[config.mk]
export PLATFORM = sky130hd
export DESIGN_NAME = jpeg_quality_rate_control_core
export DESIGN_NICKNAME = d
export VERILOG_FILES = /design/src/rtl/qrc_pkg.sv /design/src/rtl/qrc_cfg_regs.sv /design/src/rtl/qrc_update.sv /design/src/rtl/jpeg_quality_rate_control_core.sv
export SDC_FILE = /design/constraint.sdc
export NUM_CORES = 1
export LEC_CHECK = 0
export ABC_CLOCK_PERIOD_IN_PS = 5700
export BUFFER_PORTS_ARGS = -buffer_cell sky130_fd_sc_hd__buf_2
export CORE_ASPECT_RATIO = 0.9
export CORE_MARGIN = 3
export CORE_UTILIZATION = 53
export CTS_BUF_LIST = sky130_fd_sc_hd__clkbuf_2 sky130_fd_sc_hd__clkbuf_4 sky130_fd_sc_hd__clkbuf_8
export DETAILED_ROUTE_END_ITERATION = 10
export PLACE_DENSITY = 0.79
export SLEW_MARGIN = 20
export SYNTH_ARGS = -nofsm -noshare
export SYNTH_HDL_FRONTEND = slang
export SYNTH_SLANG_ARGS = --single-unit
[constraint.sdc]
create_clock -name clk -period 5.7 [get_ports clk]
set_input_delay 1.71 -clock clk [delete_from_list [all_inputs] [get_ports clk]]
set_output_delay 1.71 -clock clk [all_outputs]
set_load 0.02 [all_outputs]
[src/rtl/qrc_pkg.sv]
// qrc_pkg: shared types and constants for the jpeg quality rate control block
// holds item structs, register map and q bounds; no dependencies
`timescale 1ns / 1ps

package qrc_pkg;

    // field widths
    localparam int unsigned QW     = 7;
    localparam int unsigned SIZEW  = 24;
    localparam int unsigned ADDRW  = 4;
    localparam int unsigned DATAW  = 32;

    // signed working width for q arithmetic and size thresholds
    localparam int unsigned QSW    = 9;
    localparam int unsigned THW    = SIZEW + 2;

    // opcodes
    localparam logic OP_REPORT = 1'b0;
    localparam logic OP_LOAD   = 1'b1;

    // register map, word index
    typedef enum logic [1:0] {
        REG_SIZE_LIMIT  = 2'd0,
        REG_LARGE_MODE  = 2'd1,
        REG_START_LUMA  = 2'd2,
        REG_START_CHROMA = 2'd3
    } qrc_reg_t;

    // reset values
    localparam logic [SIZEW-1:0] SIZE_LIMIT_RST   = 24'd262144;
    localparam logic [QW-1:0]    START_LUMA_RST   = 7'd50;
    localparam logic [QW-1:0]    START_CHROMA_RST = 7'd40;

    // step sizes and thresholds
    localparam logic signed [QSW-1:0] Y_STEP   = 9'sd5;
    localparam logic signed [QSW-1:0] UV_STEP  = 9'sd10;
    localparam logic signed [QSW-1:0] Q_GAP    = 9'sd15;
    localparam logic signed [THW-1:0] HI_MARGIN = 26'sd30720;
    localparam logic signed [THW-1:0] LO_MARGIN = 26'sd61440;

    // clamp bounds, large-frame mode
    localparam logic signed [QSW-1:0] Y_MIN_L  = 9'sd30;
    localparam logic signed [QSW-1:0] Y_MAX_L  = 9'sd60;
    localparam logic signed [QSW-1:0] UV_MIN_L = 9'sd30;
    localparam logic signed [QSW-1:0] UV_MAX_L = 9'sd45;
    // clamp bounds, small-frame mode
    localparam logic signed [QSW-1:0] Y_MIN_S  = 9'sd35;
    localparam logic signed [QSW-1:0] Y_MAX_S  = 9'sd70;
    localparam logic signed [QSW-1:0] UV_MIN_S = 9'sd30;
    localparam logic signed [QSW-1:0] UV_MAX_S = 9'sd55;

    typedef struct packed {
        logic             opcode;
        logic [SIZEW-1:0] frame_size;
        logic             buffer_full;
    } qrc_in_t;

    typedef struct packed {
        logic [QW-1:0] luma_q;
        logic [QW-1:0] chroma_q;
    } qrc_out_t;

    typedef struct packed {
        logic [SIZEW-1:0] size_limit;
        logic             large_frame_mode;
        logic [QW-1:0]    start_luma_q;
        logic [QW-1:0]    start_chroma_q;
    } qrc_cfg_t;

endpackage

[src/rtl/qrc_cfg_regs.sv]
// qrc_cfg_regs: apb register file for the quality rate control settings
// depends on qrc_pkg
`timescale 1ns / 1ps

module qrc_cfg_regs (
    input  logic                        clk,
    input  logic                        rst_n,
    input  logic                        psel,
    input  logic                        penable,
    input  logic                        pwrite,
    input  logic [qrc_pkg::ADDRW-1:0]   paddr,
    input  logic [qrc_pkg::DATAW-1:0]   pwdata,
    output logic [qrc_pkg::DATAW-1:0]   prdata,
    output logic                        pready,
    output qrc_pkg::qrc_cfg_t           cfg
);
    import qrc_pkg::*;

    qrc_cfg_t cfg_reg;
    qrc_reg_t sel;
    logic     wr_en;

    assign sel    = qrc_reg_t'(paddr[ADDRW-1:2]);
    assign wr_en  = psel & penable & pwrite;
    assign pready = 1'b1;
    assign cfg    = cfg_reg;

    // register writes
    always_ff @(posedge clk or negedge rst_n)
    begin
        if (!rst_n)
        begin
            cfg_reg.size_limit       <= SIZE_LIMIT_RST;
            cfg_reg.large_frame_mode <= 1'b0;
            cfg_reg.start_luma_q     <= START_LUMA_RST;
            cfg_reg.start_chroma_q   <= START_CHROMA_RST;
        end
        else if (wr_en)
        begin
            unique case (sel)
                REG_SIZE_LIMIT:   cfg_reg.size_limit       <= pwdata[SIZEW-1:0];
                REG_LARGE_MODE:   cfg_reg.large_frame_mode <= pwdata[0];
                REG_START_LUMA:   cfg_reg.start_luma_q     <= pwdata[QW-1:0];
                REG_START_CHROMA: cfg_reg.start_chroma_q   <= pwdata[QW-1:0];
            endcase
        end
    end

    // read mux
    always_comb
    begin
        prdata = '0;
        unique case (sel)
            REG_SIZE_LIMIT:   prdata[SIZEW-1:0] = cfg_reg.size_limit;
            REG_LARGE_MODE:   prdata[0]         = cfg_reg.large_frame_mode;
            REG_START_LUMA:   prdata[QW-1:0]    = cfg_reg.start_luma_q;
            REG_START_CHROMA: prdata[QW-1:0]    = cfg_reg.start_chroma_q;
        endcase
    end

endmodule

[src/rtl/qrc_update.sv]
// qrc_update: next luma/chroma q from the current q, one item and the settings
// combinational; depends on qrc_pkg
`timescale 1ns / 1ps

module qrc_update (
    input  qrc_pkg::qrc_cfg_t         cfg,
    input  qrc_pkg::qrc_in_t          item,
    input  logic [qrc_pkg::QW-1:0]    luma_q_now,
    input  logic [qrc_pkg::QW-1:0]    chroma_q_now,
    output qrc_pkg::qrc_out_t         result
);
    import qrc_pkg::*;

    logic signed [QSW-1:0] y_cur;
    logic signed [QSW-1:0] uv_cur;
    logic signed [QSW-1:0] y_adj;
    logic signed [QSW-1:0] uv_adj;
    logic signed [QSW-1:0] y_lo;
    logic signed [QSW-1:0] y_hi;
    logic signed [QSW-1:0] uv_lo;
    logic signed [QSW-1:0] uv_hi;
    logic signed [QSW-1:0] y_clamp;
    logic signed [QSW-1:0] uv_clamp;
    logic signed [THW-1:0] limit_s;
    logic signed [THW-1:0] fsize_s;
    logic signed [THW-1:0] hi_th;
    logic signed [THW-1:0] lo_th;
    logic                  wide_gap;
    logic                  too_big;
    logic                  too_small;

    // signed views of the current state and the size thresholds
    assign y_cur    = signed'({{(QSW-QW){1'b0}}, luma_q_now});
    assign uv_cur   = signed'({{(QSW-QW){1'b0}}, chroma_q_now});
    assign limit_s  = signed'({{(THW-SIZEW){1'b0}}, cfg.size_limit});
    assign fsize_s  = signed'({{(THW-SIZEW){1'b0}}, item.frame_size});
    assign hi_th    = limit_s - HI_MARGIN;
    assign lo_th    = limit_s - LO_MARGIN;
    assign wide_gap = (y_cur - uv_cur) >= Q_GAP;
    assign too_big  = fsize_s > hi_th;
    assign too_small = fsize_s < lo_th;

    // one step on a report
    always_comb
    begin
        y_adj  = y_cur;
        uv_adj = uv_cur;
        priority if (item.buffer_full)
        begin
            y_adj  = y_cur - Q_GAP;
            uv_adj = uv_cur - Q_GAP;
        end
        else if (too_big)
        begin
            if (wide_gap)
                y_adj = y_cur - Y_STEP;
            else
                uv_adj = uv_cur - UV_STEP;
        end
        else if (too_small)
        begin
            if (wide_gap)
                uv_adj = uv_cur + UV_STEP;
            else
                y_adj = y_cur + Y_STEP;
        end
        else
        begin
            // size between the thresholds, no step
            y_adj  = y_cur;
            uv_adj = uv_cur;
        end
    end

    // mode bounds
    assign y_lo  = cfg.large_frame_mode ? Y_MIN_L  : Y_MIN_S;
    assign y_hi  = cfg.large_frame_mode ? Y_MAX_L  : Y_MAX_S;
    assign uv_lo = cfg.large_frame_mode ? UV_MIN_L : UV_MIN_S;
    assign uv_hi = cfg.large_frame_mode ? UV_MAX_L : UV_MAX_S;

    // clamp
    assign y_clamp  = (y_adj < y_lo) ? y_lo : ((y_adj > y_hi) ? y_hi : y_adj);
    assign uv_clamp = (uv_adj < uv_lo) ? uv_lo : ((uv_adj > uv_hi) ? uv_hi : uv_adj);

    // load takes the start values unclamped
    always_comb
    begin
        if (item.opcode == OP_LOAD)
        begin
            result.luma_q   = cfg.start_luma_q;
            result.chroma_q = cfg.start_chroma_q;
        end
        else
        begin
            result.luma_q   = y_clamp[QW-1:0];
            result.chroma_q = uv_clamp[QW-1:0];
        end
    end

endmodule

[src/rtl/jpeg_quality_rate_control_core.sv]
// jpeg_quality_rate_control_core: an accepted item passes from the input register
// through one update step into the result register, which shows it from then on.
// throughput one item per cycle while out_stall is low; else in_stall holds it.
// the luma/chroma q state updates as an item leaves the input register.
// reset: pipeline empty, q state 50/40, registers to their reset values.
// depends on qrc_pkg, qrc_cfg_regs, qrc_update
`timescale 1ns / 1ps

module jpeg_quality_rate_control_core (
    input  logic                        clk,
    input  logic                        rst_n,
    // item input
    input  logic                        in_valid,
    output logic                        in_stall,
    input  qrc_pkg::qrc_in_t            in_item,
    // result output
    output logic                        out_valid,
    input  logic                        out_stall,
    output qrc_pkg::qrc_out_t           out_item,
    // configuration
    input  logic                        psel,
    input  logic                        penable,
    input  logic                        pwrite,
    input  logic [qrc_pkg::ADDRW-1:0]   paddr,
    input  logic [qrc_pkg::DATAW-1:0]   pwdata,
    output logic [qrc_pkg::DATAW-1:0]   prdata,
    output logic                        pready
);
    import qrc_pkg::*;

    qrc_cfg_t      cfg;
    qrc_in_t       in_item_reg;
    logic          in_valid_reg;
    qrc_out_t      out_item_reg;
    logic          out_valid_reg;
    qrc_out_t      upd_result;
    logic [QW-1:0] luma_q_now_reg;
    logic [QW-1:0] chroma_q_now_reg;
    logic          out_free;
    logic          advance;
    logic          in_take;

    qrc_cfg_regs u_regs (
        .clk     (clk),
        .rst_n   (rst_n),
        .psel    (psel),
        .penable (penable),
        .pwrite  (pwrite),
        .paddr   (paddr),
        .pwdata  (pwdata),
        .prdata  (prdata),
        .pready  (pready),
        .cfg     (cfg)
    );

    qrc_update u_update (
        .cfg          (cfg),
        .item         (in_item_reg),
        .luma_q_now   (luma_q_now_reg),
        .chroma_q_now (chroma_q_now_reg),
        .result       (upd_result)
    );

    // handshake
    assign out_free  = !out_valid_reg || !out_stall;
    assign advance   = in_valid_reg && out_free;
    assign in_stall  = in_valid_reg && !out_free;
    assign in_take   = in_valid && !in_stall;
    assign out_valid = out_valid_reg;
    assign out_item  = out_item_reg;

    // input register control
    always_ff @(posedge clk or negedge rst_n)
    begin
        if (!rst_n)
            in_valid_reg <= 1'b0;
        else if (!in_stall)
            in_valid_reg <= in_valid;
    end

    // input register payload
    always_ff @(posedge clk)
    begin
        if (in_take)
            in_item_reg <= in_item;
    end

    // q state and result valid
    always_ff @(posedge clk or negedge rst_n)
    begin
        if (!rst_n)
        begin
            luma_q_now_reg   <= START_LUMA_RST;
            chroma_q_now_reg <= START_CHROMA_RST;
            out_valid_reg    <= 1'b0;
        end
        else
        begin
            if (advance)
            begin
                luma_q_now_reg   <= upd_result.luma_q;
                chroma_q_now_reg <= upd_result.chroma_q;
            end
            if (out_free)
                out_valid_reg <= in_valid_reg;
        end
    end

    // result register payload
    always_ff @(posedge clk)
    begin
        if (advance)
            out_item_reg <= upd_result;
    end

endmodule
* After elaboration in Yosys (flattened, before gate mapping)
Cells that the tools add are included.
** Operators by class
- Add/sub/neg operators :: 9
- Equal/unequal tests :: 3
- Magnitude comparators :: 7
- Bitwise logic cells :: 2
- Reductions and logical operators :: 13
- Mux-type cells :: 21
** Operators by type and width (count)
- 9-bit 2-to-1 mux :: 10
- 7-bit 2-to-1 mux :: 5
- 25-bit by 26-bit greater-than comparator with 1-bit output :: 1
- 25-bit by 26-bit < comparator with 1-bit output :: 1
- 24-bit by 15-bit subtractor with 25-bit output, second input constant :: 1
- 24-bit by 16-bit subtractor with 25-bit output, second input constant :: 1
- 7-bit by 4-bit subtractor with 8-bit output, second input constant :: 3
- 6-bit one-hot mux with 3 select lines :: 1
- 17-bit 2-to-1 mux :: 1
- 14-bit 2-to-1 mux :: 1
- 9-bit by 5-bit greater-or-equal comparator with 1-bit output, second input constant :: 1
- 9-bit by 7-bit greater-than comparator with 1-bit output :: 1
- 9-bit by 8-bit greater-than comparator with 1-bit output :: 1
- 9-bit by 6-bit < comparator with 1-bit output, second input constant :: 1
- 9-bit by 7-bit < comparator with 1-bit output :: 1
- 7-bit by 3-bit adder with 8-bit output, second input constant :: 1
- 7-bit by 4-bit adder with 8-bit output, second input constant :: 1
- 2-bit AND reduction :: 4
- 7-bit by 3-bit subtractor with 8-bit output, second input constant :: 1
- 7-bit by 7-bit subtractor with 8-bit output :: 1
- 6-bit 2-to-1 mux :: 1
- 5-bit 2-to-1 mux :: 1
- 2-bit equality test, second input constant :: 2
- 1-bit logical NOT :: 4
- 6 further kinds :: 9
** Word-level totals
- Input bits :: 69
- Logic and storage cells :: 68
- Register bits after elaboration :: 95
- Output and inout bits :: 49

* Depth between registers and ports, before layout
Gate-level depths: netlist of run 1.
- Word-level depth :: 10
- Mapped depth :: 25
- Depth with buffers taken out :: 25

* Cells and area by module
A second synthesis of run 1 with hierarchy kept.
** Unflattened totals
- Cell total of the unflattened synthesis :: 604
- Area, all modules :: 6702.7 um2
** Modules (own cells, without submodules)
- qrc_update :: instances 1, seq. area each 0.0 um2, cells an instance 393, area each 2926.6 um2
- qrc_cfg_regs :: instances 1, seq. area each 983.4 um2, cells an instance 134, area each 1908.1 um2
- jpeg_quality_rate_control_core :: instances 1, seq. area each 1607.8 um2, cells an instance 77, area each 1868.0 um2

* Worst setup path after synthesis of run 1
Ideal clock, no wire load.
- Kind :: flip-flop to flip-flop
- Start point :: register u_regs.cfg_reg, in the netlist u_regs.cfg[27]
- End point :: register luma_q_now_reg[2]
- Buffers on the path :: 0
- Required time :: 5575 ps
- Period minus slack after synthesis :: 5566 ps
- Stages on the path, launching flop included :: 23
- Path slack :: 134 ps
- Library setup time :: 125 ps
- Arrival :: 5441 ps
- Path through :: dfrtp_1 > ha_1 > and3_1 > nor4_2 > nand2_1 > xor2_1 > ha_1 > nand4_1 > nor3_1 > nand3_1 > o2111ai_1 > nand2_1 > o41a_1 > nor2_1 > a31oi_1 > xor2_1 > inv_1 > ha_1 > or4b_1 > o311a_1 > or3_1 > a22o_1 > mux2_2
** RTL lines
- start: declaration :: line qrc_cfg_regs.sv:19 : qrc_cfg_t cfg_reg;
- end signal: assignment :: line jpeg_quality_rate_control_core.sv:101 : luma_q_now_reg <= upd_result.luma_q;
- end: declaration :: line jpeg_quality_rate_control_core.sv:37 : logic [QW-1:0] luma_q_now_reg;

==> results of run 1 <==
placed cells by master, fill, tap and decap left out, types with 4 or more instances in the layout:
master,n
a211oi_1,8
a21o_1,7
a21oi_1,22
a21oi_2,7
a22o_1,7
a31oi_1,6
and2_1,16
and3_1,6
buf_2,98
buf_4,75
buf_6,5
clkbuf_8,10
conb_1,9
dfrtp_1,44
dfstp_2,11
edfxtp_1,40
ha_1,58
inv_1,33
mux2_2,38
nand2_1,63
nand2b_1,7
nand3_1,13
nand4_1,9
nor2_1,41
nor3_1,13
nor4_1,6
o211ai_1,4
o21a_1,5
o21ai_0,26
o31ai_1,9
or2_2,4
xnor2_1,14
xor2_1,15
layer usage:
metal | GRT usage | part of all wire | vias up
met4 | 0.0701 | 0.023 | 0
met5 | 0 | 0 | -
met2 | 0.418 | 0.46 | 248
met1 | 0.370 | 0.44 | 3031
met3 | 0.0566 | 0.071 | 38
li1 | - | - | 2869
layout make-up:
type | instances | area, sq um
inverter | 35 | 131
clock buffer | 10 | 138
multi-input combinational | 525 | 4190
clock inverter | 6 | 56.3
fill | 930 | 3850
timing repair buffer | 178 | 1110
tap | 160 | 200
sequential | 95 | 2590
logic make-up (layout without fill, tap and decap cells):
kind of cell	Yosys count	in the layout	synth area share
muxes	41	41	0.0698
AOI/OAI and AO/OA	168	168	0.185
buffers and inverters	72	229	0.0457
DFF	95	95	0.383
xor gates and xnor gates	31	31	0.0402
adders and majority gates	62	62	0.116
other	2	9	0.00111
and+or+nand+nor	214	214	0.159
critical path, cell delays in order (launching register included):
cell and delay [ns]:
dfrtp_1 0.43, ha_2 0.19, and3_4 0.18, nor4_4 0.24, buf_4 0.16, nand2_2 0.04
xor2_1 0.14, ha_1 0.29, nand4_1 0.18, nor3_2 0.33, nand3_2 0.15, o2111ai_4 0.28
nand2_2 0.12, buf_6 0.14, nor3_4 0.22, a22oi_2 0.08, o32a_1 0.23, xnor2_2 0.16
ha_1 0.31, nand2_1 0.06, or4b_4 0.49, o311a_4 0.35, or3_4 0.38, a22o_1 0.24
mux2_4 0.26
report_power, final:
group	switching (W)	internal (W)	leakage, nW
logic	0.00168	0.00139	2.58
clock network	0.000271	0.000182	0.0977
registers	0.000181	0.000905	1.03
timing repair:
action	in CTS	in global routing
resized for setup	14	53
endpoints found under the setup margin	20	24
pin swaps	11	28
hold buffers	0	0
setup buffers	8	12
Yosys cell counts, types with 4 or more instances:
cell,instances
and3_1,7
dfrtp_1,44
nand2b_1,7
o211ai_1,4
inv_1,34
nand4_1,9
nand3_1,15
a31oi_1,7
a2111oi_0,4
a21o_1,7
nand2_1,66
nor2_1,44
ha_1,61
nor3_1,15
a311oi_1,4
or2_2,5
edfxtp_1,40
and2_1,16
clkbuf_1,23
a21oi_1,28
mux2_2,39
dfstp_2,11
a211oi_1,11
xor2_1,16
nor4_1,8
o2111a_1,4
o21a_1,5
o31ai_1,12
buf_4,10
o21ai_0,28
xnor2_1,15
or3_1,4
a22o_1,7
per-stage QoR:
stage | power [W] | worst slack (ns) | TNS, ns | hold slack [ns]
after global placement | 0.00356 | -0.163 | -0.494 | 0.482
after CTS | 0.00421 | 0.0101 | 0 | 0.525
final | 0.00461 | -0.0765 | -0.198 | 0.517
after detailed placement | 0.00365 | -0.363 | -3.32 | 0.497
after floorplan | 0.00278 | 0.134 | 0 | 0.457
after global routing | 0.00492 | -0.198 | -2.13 | 0.547
path summary, 6_finish.rpt:
| check | depth (start not counted) | end | startpoint | slack (ns) |
|---|---|---|---|---|
| worst max-delay path | 24 | luma_q_now_reg[2] | u_regs.cfg[27] | -0.08 |
| worst min-delay path | 1 | out_valid | in_valid_reg | 0.52 |
| worst max register to register | 24 | luma_q_now_reg[2] | u_regs.cfg[27] | -0.08 |
| worst min register to register | 1 | out_valid | in_valid_reg | 0.52 |
| max in group asynchronous | 2 | u_regs.cfg[5] | rst_n | 3.57 |
| min in group asynchronous | 1 | u_regs.cfg[31] | rst_n | 1.24 |
==> summary.md, run 1 <==
| Metric | Value |
|---|---|
| ANT cells | 0 |
| Routed wire length | 19.4 mm |
| GP Congestion | 0.914 |
| NumNets Final | about 980 |
| Clock slew at reported path FFs | 0.10 ns |
| Max VDD drop | 372 uV |
| Total gr overflow | 0 |
| Die X | around 130 um |
| Clock Skew | 0.0146 ns |
| Run status | finished, violations left |
| Dpl hpwl | around 14 mm |
| Layout area overhead | 24.5% |
| Worst Setup Start Kind | flop |
| Largest net degree at the start of global routing | 42 |
| Synth Warn # | 0 |
| TritonCTS clock tree | built |
| Required @ worst endpoint | about 6 ns |
| Drt drc | 0 |
| Design Area, Final | ~8400 sq um |
| Max reg flops | 39 |
| Post-DR vias/cell | approximately 6 |
| Height of the die | around 110 um |
| Pwr per Cell Area | around 550 nW/um^2 |
| Share of post-route cells with drive strength above 1 | 0.369 |
| Seq cells post-synth | 95 |
| Leading area contributor after synthesis | edfxtp_1 |
| Final ANT Viol Nets | 0 |
| Final worst slack | -0.0765 ns |
| Total GRT Usage | 0.264 |
| Initial core utilization | 0.551 |
| Clock Tree Buf Depth | 2 |
| CP arrival | 6.05 ns |
| Std-Cell Core Area | ~12000 sq um |
| Crit Path Class | flop to flop |
| H-tree levels | 3 |
| First-pass GRT wire length | 30.1 mm |
| Worst slew margin | 0.294 |
| Failing checks | negative setup slack |
| Wire per inst | roughly 19 um |
| Minimum clock period | roughly 5.8 ns |
| Via count | ~6.2k |
| HP Class | flop to flop |
| Final Setup Violations | 4 |
| Vias in the first global route | between 5k and 6k |
| Later-pin clock latency in the skew report | between 0.3 and 0.4 ns |
| Number of max-cap violations | 0 |
| Synth Instances | between 600 and 700 |
| Fin crit share | 1.01 |
| RSZ-0062 raised after global routing | true |
| Synth cell types | between 80 and 90 |
| Final non-filler cell total | around 1.0k |
| Final Util | 0.686 |
| Post-synth EDFFs | 40 |
| Asr flop ratio synth | 0.579 |
| Setup crit end kind | flop |
| Most common flop cell mapped by yosys | dfrtp_1 |
| Dpl cell area | 7750 sq um |
| Root Buffer | clkbuf_8 |
| Register area share after synthesis | 0.383 |
| Hold Violations, Final | 0 |
| Top post-synthesis cells by area | edfxtp_1, dfrtp_1, ha_1 |
| Mapped Area | 6760 sq um |
| Leak | 3.72 nW |
| Dpl cells | approximately 970 |
| CTS Buf Count | 9 |
| Initial antenna violation count | 0 |
| Area share of the largest cell type after synthesis | 0.178 |
| Max Clk Rate | 173 MHz |
| Initial DRC Count | approximately 450 |
| Slew @ Worst Pin | about 1.1 ns |
| I/O pins | between 100 and 150 |
| Die footprint | around 14000 sq um |
| Rows | 38 |
| Slew Viols, Final | 0 |
| CTS sink count | 95 |
| Syn Area/Cell | slightly below 10 sq um |
| I/O Buffers | about 100 |
| Critical Path Fanout Max | 4 |
| DRT Pass-1 Iters | 6 |
(Power assumes the default switching activity.)
==> inputs of run 2 (changes only) <==
- CELL_PAD_IN_SITES_DETAIL_PLACEMENT: unset -> 1
- CELL_PAD_IN_SITES_GLOBAL_PLACEMENT: unset -> 2
- CORE_UTILIZATION: 53 -> 33
- HOLD_SLACK_MARGIN: unset -> 0.12
==> run 2 against run 1 <==
  * Clock skew hardly changed
  * Largest power group unchanged
  * Flip-flop and latch count stayed put
  * Hold slack better by 0.0021 ns
  * Critical path depth is 4 higher
  * Design area is 2.9% higher
  * Die area is 57% higher
  * Register-to-register slack better by 0.08 ns
  * First-iteration DRC count is 36% lower
  * Final cell count is 11% higher
  * Sequential share of layout area is 0.85 points lower
  * Clock power is 3% lower
  * Count of clock-buffer cells in the layout stayed put
  * The run now ends clean
==> summary.md, run 2 (synthesis gave the netlist of run 1 again) <==
| Metric | Value |
|---|---|
| Dpl hpwl | 17.0 mm (was 14.3 mm) |
| Most frequent cells in the layout | buf_2, buf_4, nand2_1, ha_1, dfrtp_1 (unchanged) |
| CP arrival | 5.84 ns (was 6.05 ns) |
| Final Util | 0.432 (was 0.686) |
| Later-pin clock latency in the skew report | 0.39 ns (was 0.38 ns) |
| Initial DRC Count | 287 (was 451) |
| TritonCTS clock tree | built (unchanged) |
| Met1 Track Usage GR | 0.264 (was 0.370) |
| Drt drc | 0 (unchanged) |
| Minimum clock period | 5.70 ns (was 5.78 ns) |
| GRT busiest layer | met2 (unchanged) |
| DP Worst Slack | -0.499 ns (was -0.363 ns) |
| Via count | 6017 (was 6186) |
| First-pass GRT wire length | 35.0 mm (was 30.1 mm) |
| Initial antenna violation count | 0 (unchanged) |
| Routed wire length | 22.2 mm (was 19.4 mm) |
| Worst Setup Start Kind | flop (unchanged) |
| Die footprint | 22200 sq um (was 14100 sq um) |
| Slew Viols, Final | 0 (unchanged) |
| Crit path largest cell delay | 0.47 ns (was 0.49 ns) |
| Met2 GRT Util | 0.331 (was 0.418) |
| Root Buffer | clkbuf_8 (unchanged) |
| Height of the die | 142 um (was 113 um) |
| Vias in the first global route | 6529 (was 5974) |
| Leak | 3.81 nW (was 3.72 nW) |
| Total GRT Usage | 0.198 (was 0.264) |
| Share of post-route cells with drive strength above 1 | 0.374 (was 0.369) |
| CTS sink count | 95 (unchanged) |
| Final ANT Viol Nets | 0 (unchanged) |
| I/O Buffers | 98 (unchanged) |
| Wire per inst | 19.8 um (was 19.2 um) |
| NumNets Final | 993 (was 975) |
| Commonest non-fill, non-tap cell in the layout | buf_2 (unchanged) |
| Final worst slack | 0.00135 ns (was -0.0765 ns) |
| Max reg flops | 39 (unchanged) |
| Std-Cell Core Area | 20000 sq um (was 12300 sq um) |
| Setup_tns | 0 ns (was -0.198 ns) |
| Max VDD drop | 234 uV (was 372 uV) |
| HP Class | flop to flop (unchanged) |
| Final Setup Violations | 0 (was 4) |
| Total gr overflow | 0 (unchanged) |
| H-tree levels | 3 (unchanged) |
| ANT cells | 0 (unchanged) |
| DRT Pass-1 Iters | 7 (was 6) |
| Clock Tree Buf Depth | 2 (unchanged) |
| Required @ worst endpoint | 5.84 ns (was 5.97 ns) |
| Layout area overhead | 28.1% (was 24.5%) |
| CTS Buf Count | 9 (unchanged) |
| Pwr per Cell Area | 548 nW/um^2 (was 547 nW/um^2) |
| Rows | 49 (was 38) |
| Crit Path Class | flop to flop (unchanged) |
| Setup crit end kind | flop (unchanged) |
| GR Layer Usage met3 | 0.0323 (was 0.0566) |
| Cts-stage hold buffer count | 0 (unchanged) |
| Initial core utilization | 0.337 (was 0.551) |
| Clock Skew | 0.0142 ns (was 0.0146 ns) |
| GP Congestion | 0.902 (was 0.914) |
| Critical Path Fanout Max | 4 (unchanged) |
| Largest net degree at the start of global routing | 56 (was 42) |
| I/O pins | 118 (unchanged) |
| Post-DR vias/cell | 5.36 (was 6.13) |
| Max Clk Rate | 175 MHz (was 173 MHz) |
| Run status | completed (was finished, violations left) |
| Slowest CP cell | dfrtp_2 (was or4b_4) |
| Design Area, Final | 8660 sq um (was 8410 sq um) |
| Clock slew at reported path FFs | 0.10 ns (about the same) |
| CP dominant cell by count | buf_4 |
| Fin crit share | 1.00 (was 1.01) |
| Number of max-cap violations | 0 (unchanged) |
| Dpl cell area | 7990 sq um (was 7750 sq um) |
| Slew @ Worst Pin | 1.04 ns (was 1.06 ns) |
| RSZ-0062 raised after global routing | true (unchanged) |
| Die X | 157 um (was 125 um) |
| Hold Violations, Final | 0 (unchanged) |
| Worst slew margin | 0.303 (was 0.294) |
==> run 2: critical path: cells and delay by family (launching register included) <==
family | cells | cell delay [ns]
AO/OA/AOI/OAI | 12 | 2.39
adder cells (fa/ha/maj) | 3 | 0.78
AND/OR/NAND/NOR | 6 | 0.76
buffers and inverters | 5 | 0.75
flip-flops | 1 | 0.47
XOR/XNOR | 2 | 0.30
==> run 2: metal layers <==
metal	routed length, um	up-vias
li1	-	2891
met1	10200	2976
met2	10600	126
met3	1020	24
met4	372	0
met5	0	-
==> run 2: worst paths after layout <==
kind | from | to | slack, ns | cells past startpoint
setup / recovery | u_regs.cfg[27] | out_item[12] | 0.001 | 28
hold / removal | in_valid_reg | out_valid | 0.52 | 1
setup reg to reg | u_regs.cfg[27] | out_item[12] | 0.001 | 28
hold reg to reg | in_valid_reg | out_valid | 0.52 | 1
max in group asynchronous | rst_n | u_regs.cfg[27] | 3.70 | 2
min in group asynchronous | rst_n | u_regs.cfg[32] | 1.45 | 2
==> run 2: final cells by class <==
type,count,area (sq um)
inverters,35,131
multi-input cells,525,4190
clock buffers,10,131
fillers,2280,11400
well taps,255,319
clock inverters,6,52.6
repair buffers,196,1240
flip-flops and latches,95,2590
==> run 2: what timing repair did <==
item	4_1_cts	5_1_grt
gates resized for setup	19	45
buffers inserted	11	10
pin swaps	16	41
endpoints found under the setup margin	24	24
==> run 2: metrics by stage <==
step | cells | hold slack, ns | total power (W)
after floorplan | 692 | 0.457 | 0.00278
after CTS | 1112 | 0.524 | 0.00448
after detailed placement | 1085 | 0.498 | 0.00385
after global placement | 1085 | 0.470 | 0.00372
final | 1122 | 0.519 | 0.00474
after global routing | 1122 | 0.544 | 0.00510
==> run 2: power by group <==
group / leakage (nW) / switching (W) / total (W) / internal, W
registers: 1.03 / 0.000176 / 0.00108 / 0.000905
logic: 2.69 / 0.00175 / 0.00322 / 0.00147
clock network: 0.0888 / 0.000270 / 0.000440 / 0.000171
==> inputs of run 3 (changes only) <==
- RECOVER_POWER: unset -> 50
==> run 3 against run 2 <==
  * The run now ends with max-capacitance violations, max-slew violations left
  * Final cell count unchanged
  * Register-to-register slack is essentially flat
  * Worst setup slack worse by 0.00090 ns
  * Critical path type unchanged
==> summary.md, run 3 (synthesis gave the netlist of run 1 again) <==
| Metric | Value |
|---|---|
| Multi-input gate area | 4190 sq um (unchanged) |
| Share of post-route cells with drive strength above 1 | 0.370 (was 0.374) |
| Design Area, Final | 8650 sq um (was 8660 sq um) |
| Drt drc | 0 (unchanged) |
| Rows | 49 (unchanged) |
| Std-Cell Core Area | 20000 sq um (unchanged) |
| Clock Tree Buf Depth | 2 (unchanged) |
| Fin crit share | 1.00 (about the same) |
| I/O Buffers | 98 (unchanged) |
| Max Clk Rate | 175 MHz (about the same) |
| DRT Pass-1 Iters | 7 (unchanged) |
| Max VDD drop | 236 uV (was 234 uV) |
| Commonest non-fill, non-tap cell in the layout | buf_2 (unchanged) |
| WHS Path Cells | 1 (unchanged) |
| GR Layer Usage met3 | 0.0323 (unchanged) |
| Met1 Track Usage GR | 0.264 (unchanged) |
| GRT busiest layer | met2 (unchanged) |
| Setup crit end kind | flop (unchanged) |
| Total GRT Usage | 0.198 (unchanged) |
| Capturing point of the worst reg2reg path | out_item[12] (unchanged) |
| Cells on worst reg2reg path | 28 (unchanged) |
| Slowest CP cell | dfrtp_2 (unchanged) |
| Die X | 157 um (unchanged) |
| Critical Path Fanout Max | 4 (unchanged) |
| GP Congestion | 0.902 (unchanged) |
| Initial core utilization | 0.337 (unchanged) |
| I/O pins | 118 (unchanged) |
| NumNets Final | 993 (unchanged) |
| Die footprint | 22200 sq um (unchanged) |
| Run status | finished, violations left (was completed) |
| Pwr per Cell Area | 548 nW/um^2 (about the same) |
| Leak | 3.80 nW (was 3.81 nW) |
| Vias in the first global route | 6529 (unchanged) |
| Crit path from | u_regs.cfg[27] (unchanged) |
| Clock Skew | 0.0142 ns (about the same) |
| Register area | 2590 sq um (unchanged) |
| First-pass GRT wire length | 35.0 mm (unchanged) |
| CTS sink count | 95 (unchanged) |
| Worst slew margin | -1.18 (was 0.303) |
| Initial DRC Count | 287 (unchanged) |
| Dpl hpwl | 17.0 mm (unchanged) |
| Worst r2r src | u_regs.cfg[27] (unchanged) |
| Final ANT Viol Nets | 0 (unchanged) |
| Routed wire length | 22.2 mm (about the same) |
| Crit Path Class | flop to flop (unchanged) |
| # fillers | 2279 (was 2280) |
| Final Setup Violations | 0 (unchanged) |
| Root Buffer | clkbuf_8 (unchanged) |
| Dpl cell area | 7990 sq um (unchanged) |
| TritonCTS clock tree | built (unchanged) |
| Post-DR vias/cell | 5.36 (about the same) |
| Slew @ Worst Pin | 3.28 ns (was 1.04 ns) |
| R2R Setup Slk | 0.0004 ns (was 0.001 ns) |
| Height of the die | 142 um (unchanged) |
| CP dominant cell by count | buf_4 (unchanged) |
| CTS Buf Count | 9 (unchanged) |
| Slew Viols, Final | 83 (was 0) |
| Later-pin clock latency in the skew report | 0.39 ns (about the same) |
| RSZ-0062 raised after global routing | true (unchanged) |
| H-tree levels | 3 (unchanged) |
| Total gr overflow | 0 (unchanged) |
| Crit path largest cell delay | 0.47 ns (about the same) |
| Initial antenna violation count | 0 (unchanged) |
| Number of max-cap violations | 2 (was 0) |
| Required @ worst endpoint | 5.84 ns (about the same) |
| Failing checks | max-capacitance violations, max-slew violations |
| Layout area overhead | 28.0% (was 28.1%) |
| Wire per inst | 19.8 um (about the same) |
| CP arrival | 5.84 ns (about the same) |
| Worst Setup Start Kind | flop (unchanged) |
| Most frequent cells in the layout | buf_2, buf_4, nand2_1, ha_1, dfrtp_1 (unchanged) |
| Largest net degree at the start of global routing | 56 (unchanged) |
| ANT cells | 0 (unchanged) |
| Setup_tns | 0 ns (unchanged) |
| Hold Violations, Final | 0 (unchanged) |
| HP Class | flop to flop (unchanged) |
| HP Start | in_valid_reg (unchanged) |
| Via count | 6015 (was 6017) |
| WHS Endpoint | out_valid (unchanged) |
| Minimum clock period | 5.70 ns (about the same) |
| Max reg flops | 39 (unchanged) |
| Met2 GRT Util | 0.331 (unchanged) |
| Clock slew at reported path FFs | 0.10 ns (about the same) |
==> run 3: cell types whose count changed in the layout (fill, tap and decap cells not counted), sizes merged <==
| cell | before | now |
|---|---|---|
| clkbuf | 10 | 13 |
| buf | 196 | 193 |
==> run 3: what timing repair did <==
| item | in CTS | in global routing |
|---|---|---|
| pin swaps | 16 | 41 |
| buffers inserted | 11 | 10 |
| hold buffers | 0 | 0 |
| gates resized for setup | 19 | 45 |
| hold endpoints to repair | 0 | 0 |
| setup endpoints to repair | 24 | 24 |
==> run 3: area by class of cell <==
type,instances,area share
Tap cell,255,0.0369
Clock buffer,10,0.0152
Multi-Input combinational cell,525,0.484
Inverter,35,0.0152
Clock inverter,6,0.00608
Timing Repair Buffer,196,0.143
Sequential cell,95,0.300
==> run 3: through the flow <==
stage           util  cells  worst slack (ns)  total power, W  hold WS, ns
2_1_floorplan      -    692             0.134         0.00278        0.457
6_report       0.431   1122          0.000445         0.00474        0.519
5_1_grt        0.431   1122            -0.258         0.00510        0.544
4_1_cts        0.417   1112           0.00219         0.00448        0.524
3_3_place_gp   0.399   1085            -0.303         0.00372        0.470
3_5_place_dp   0.399   1085            -0.499         0.00385        0.498
==> run 3: power by group <==
group / internal [W] / switching, W / leakage [nW]
combinational: 0.00147 / 0.00175 / 2.68
clock: 0.000171 / 0.000270 / 0.0888
sequential: 0.000906 / 0.000176 / 1.03
total: 0.00255 / 0.00220 / 3.80
==> run 3: how the worst max path moves through the flow <==
stage	to
finish	out_item[12]
global placement	luma_q_now_reg[2]
global route	out_item[12]
CTS	luma_q_now_reg[2]
detailed placement	out_item[11]
floorplan	luma_q_now_reg[2]
==> run 3: worst max-delay path: cells and delay by family (launching register included) <==
| family | cells | cell delay (ns) |
|---|---|---|
| AO/OA/AOI/OAI | 12 | 2.39 |
| XOR/XNOR | 2 | 0.30 |
| adder cells (fa/ha/maj) | 3 | 0.78 |
| buffers and inverters | 5 | 0.75 |
| flip-flops | 1 | 0.47 |
| AND/OR/NAND/NOR | 6 | 0.76 |
==> run 3: layer usage <==
layer,vias to the layer above,wire length [um]
li1,2893,-
met1,2980,10200
met2,118,10600
met3,24,958
met4,0,372
met5,-,0
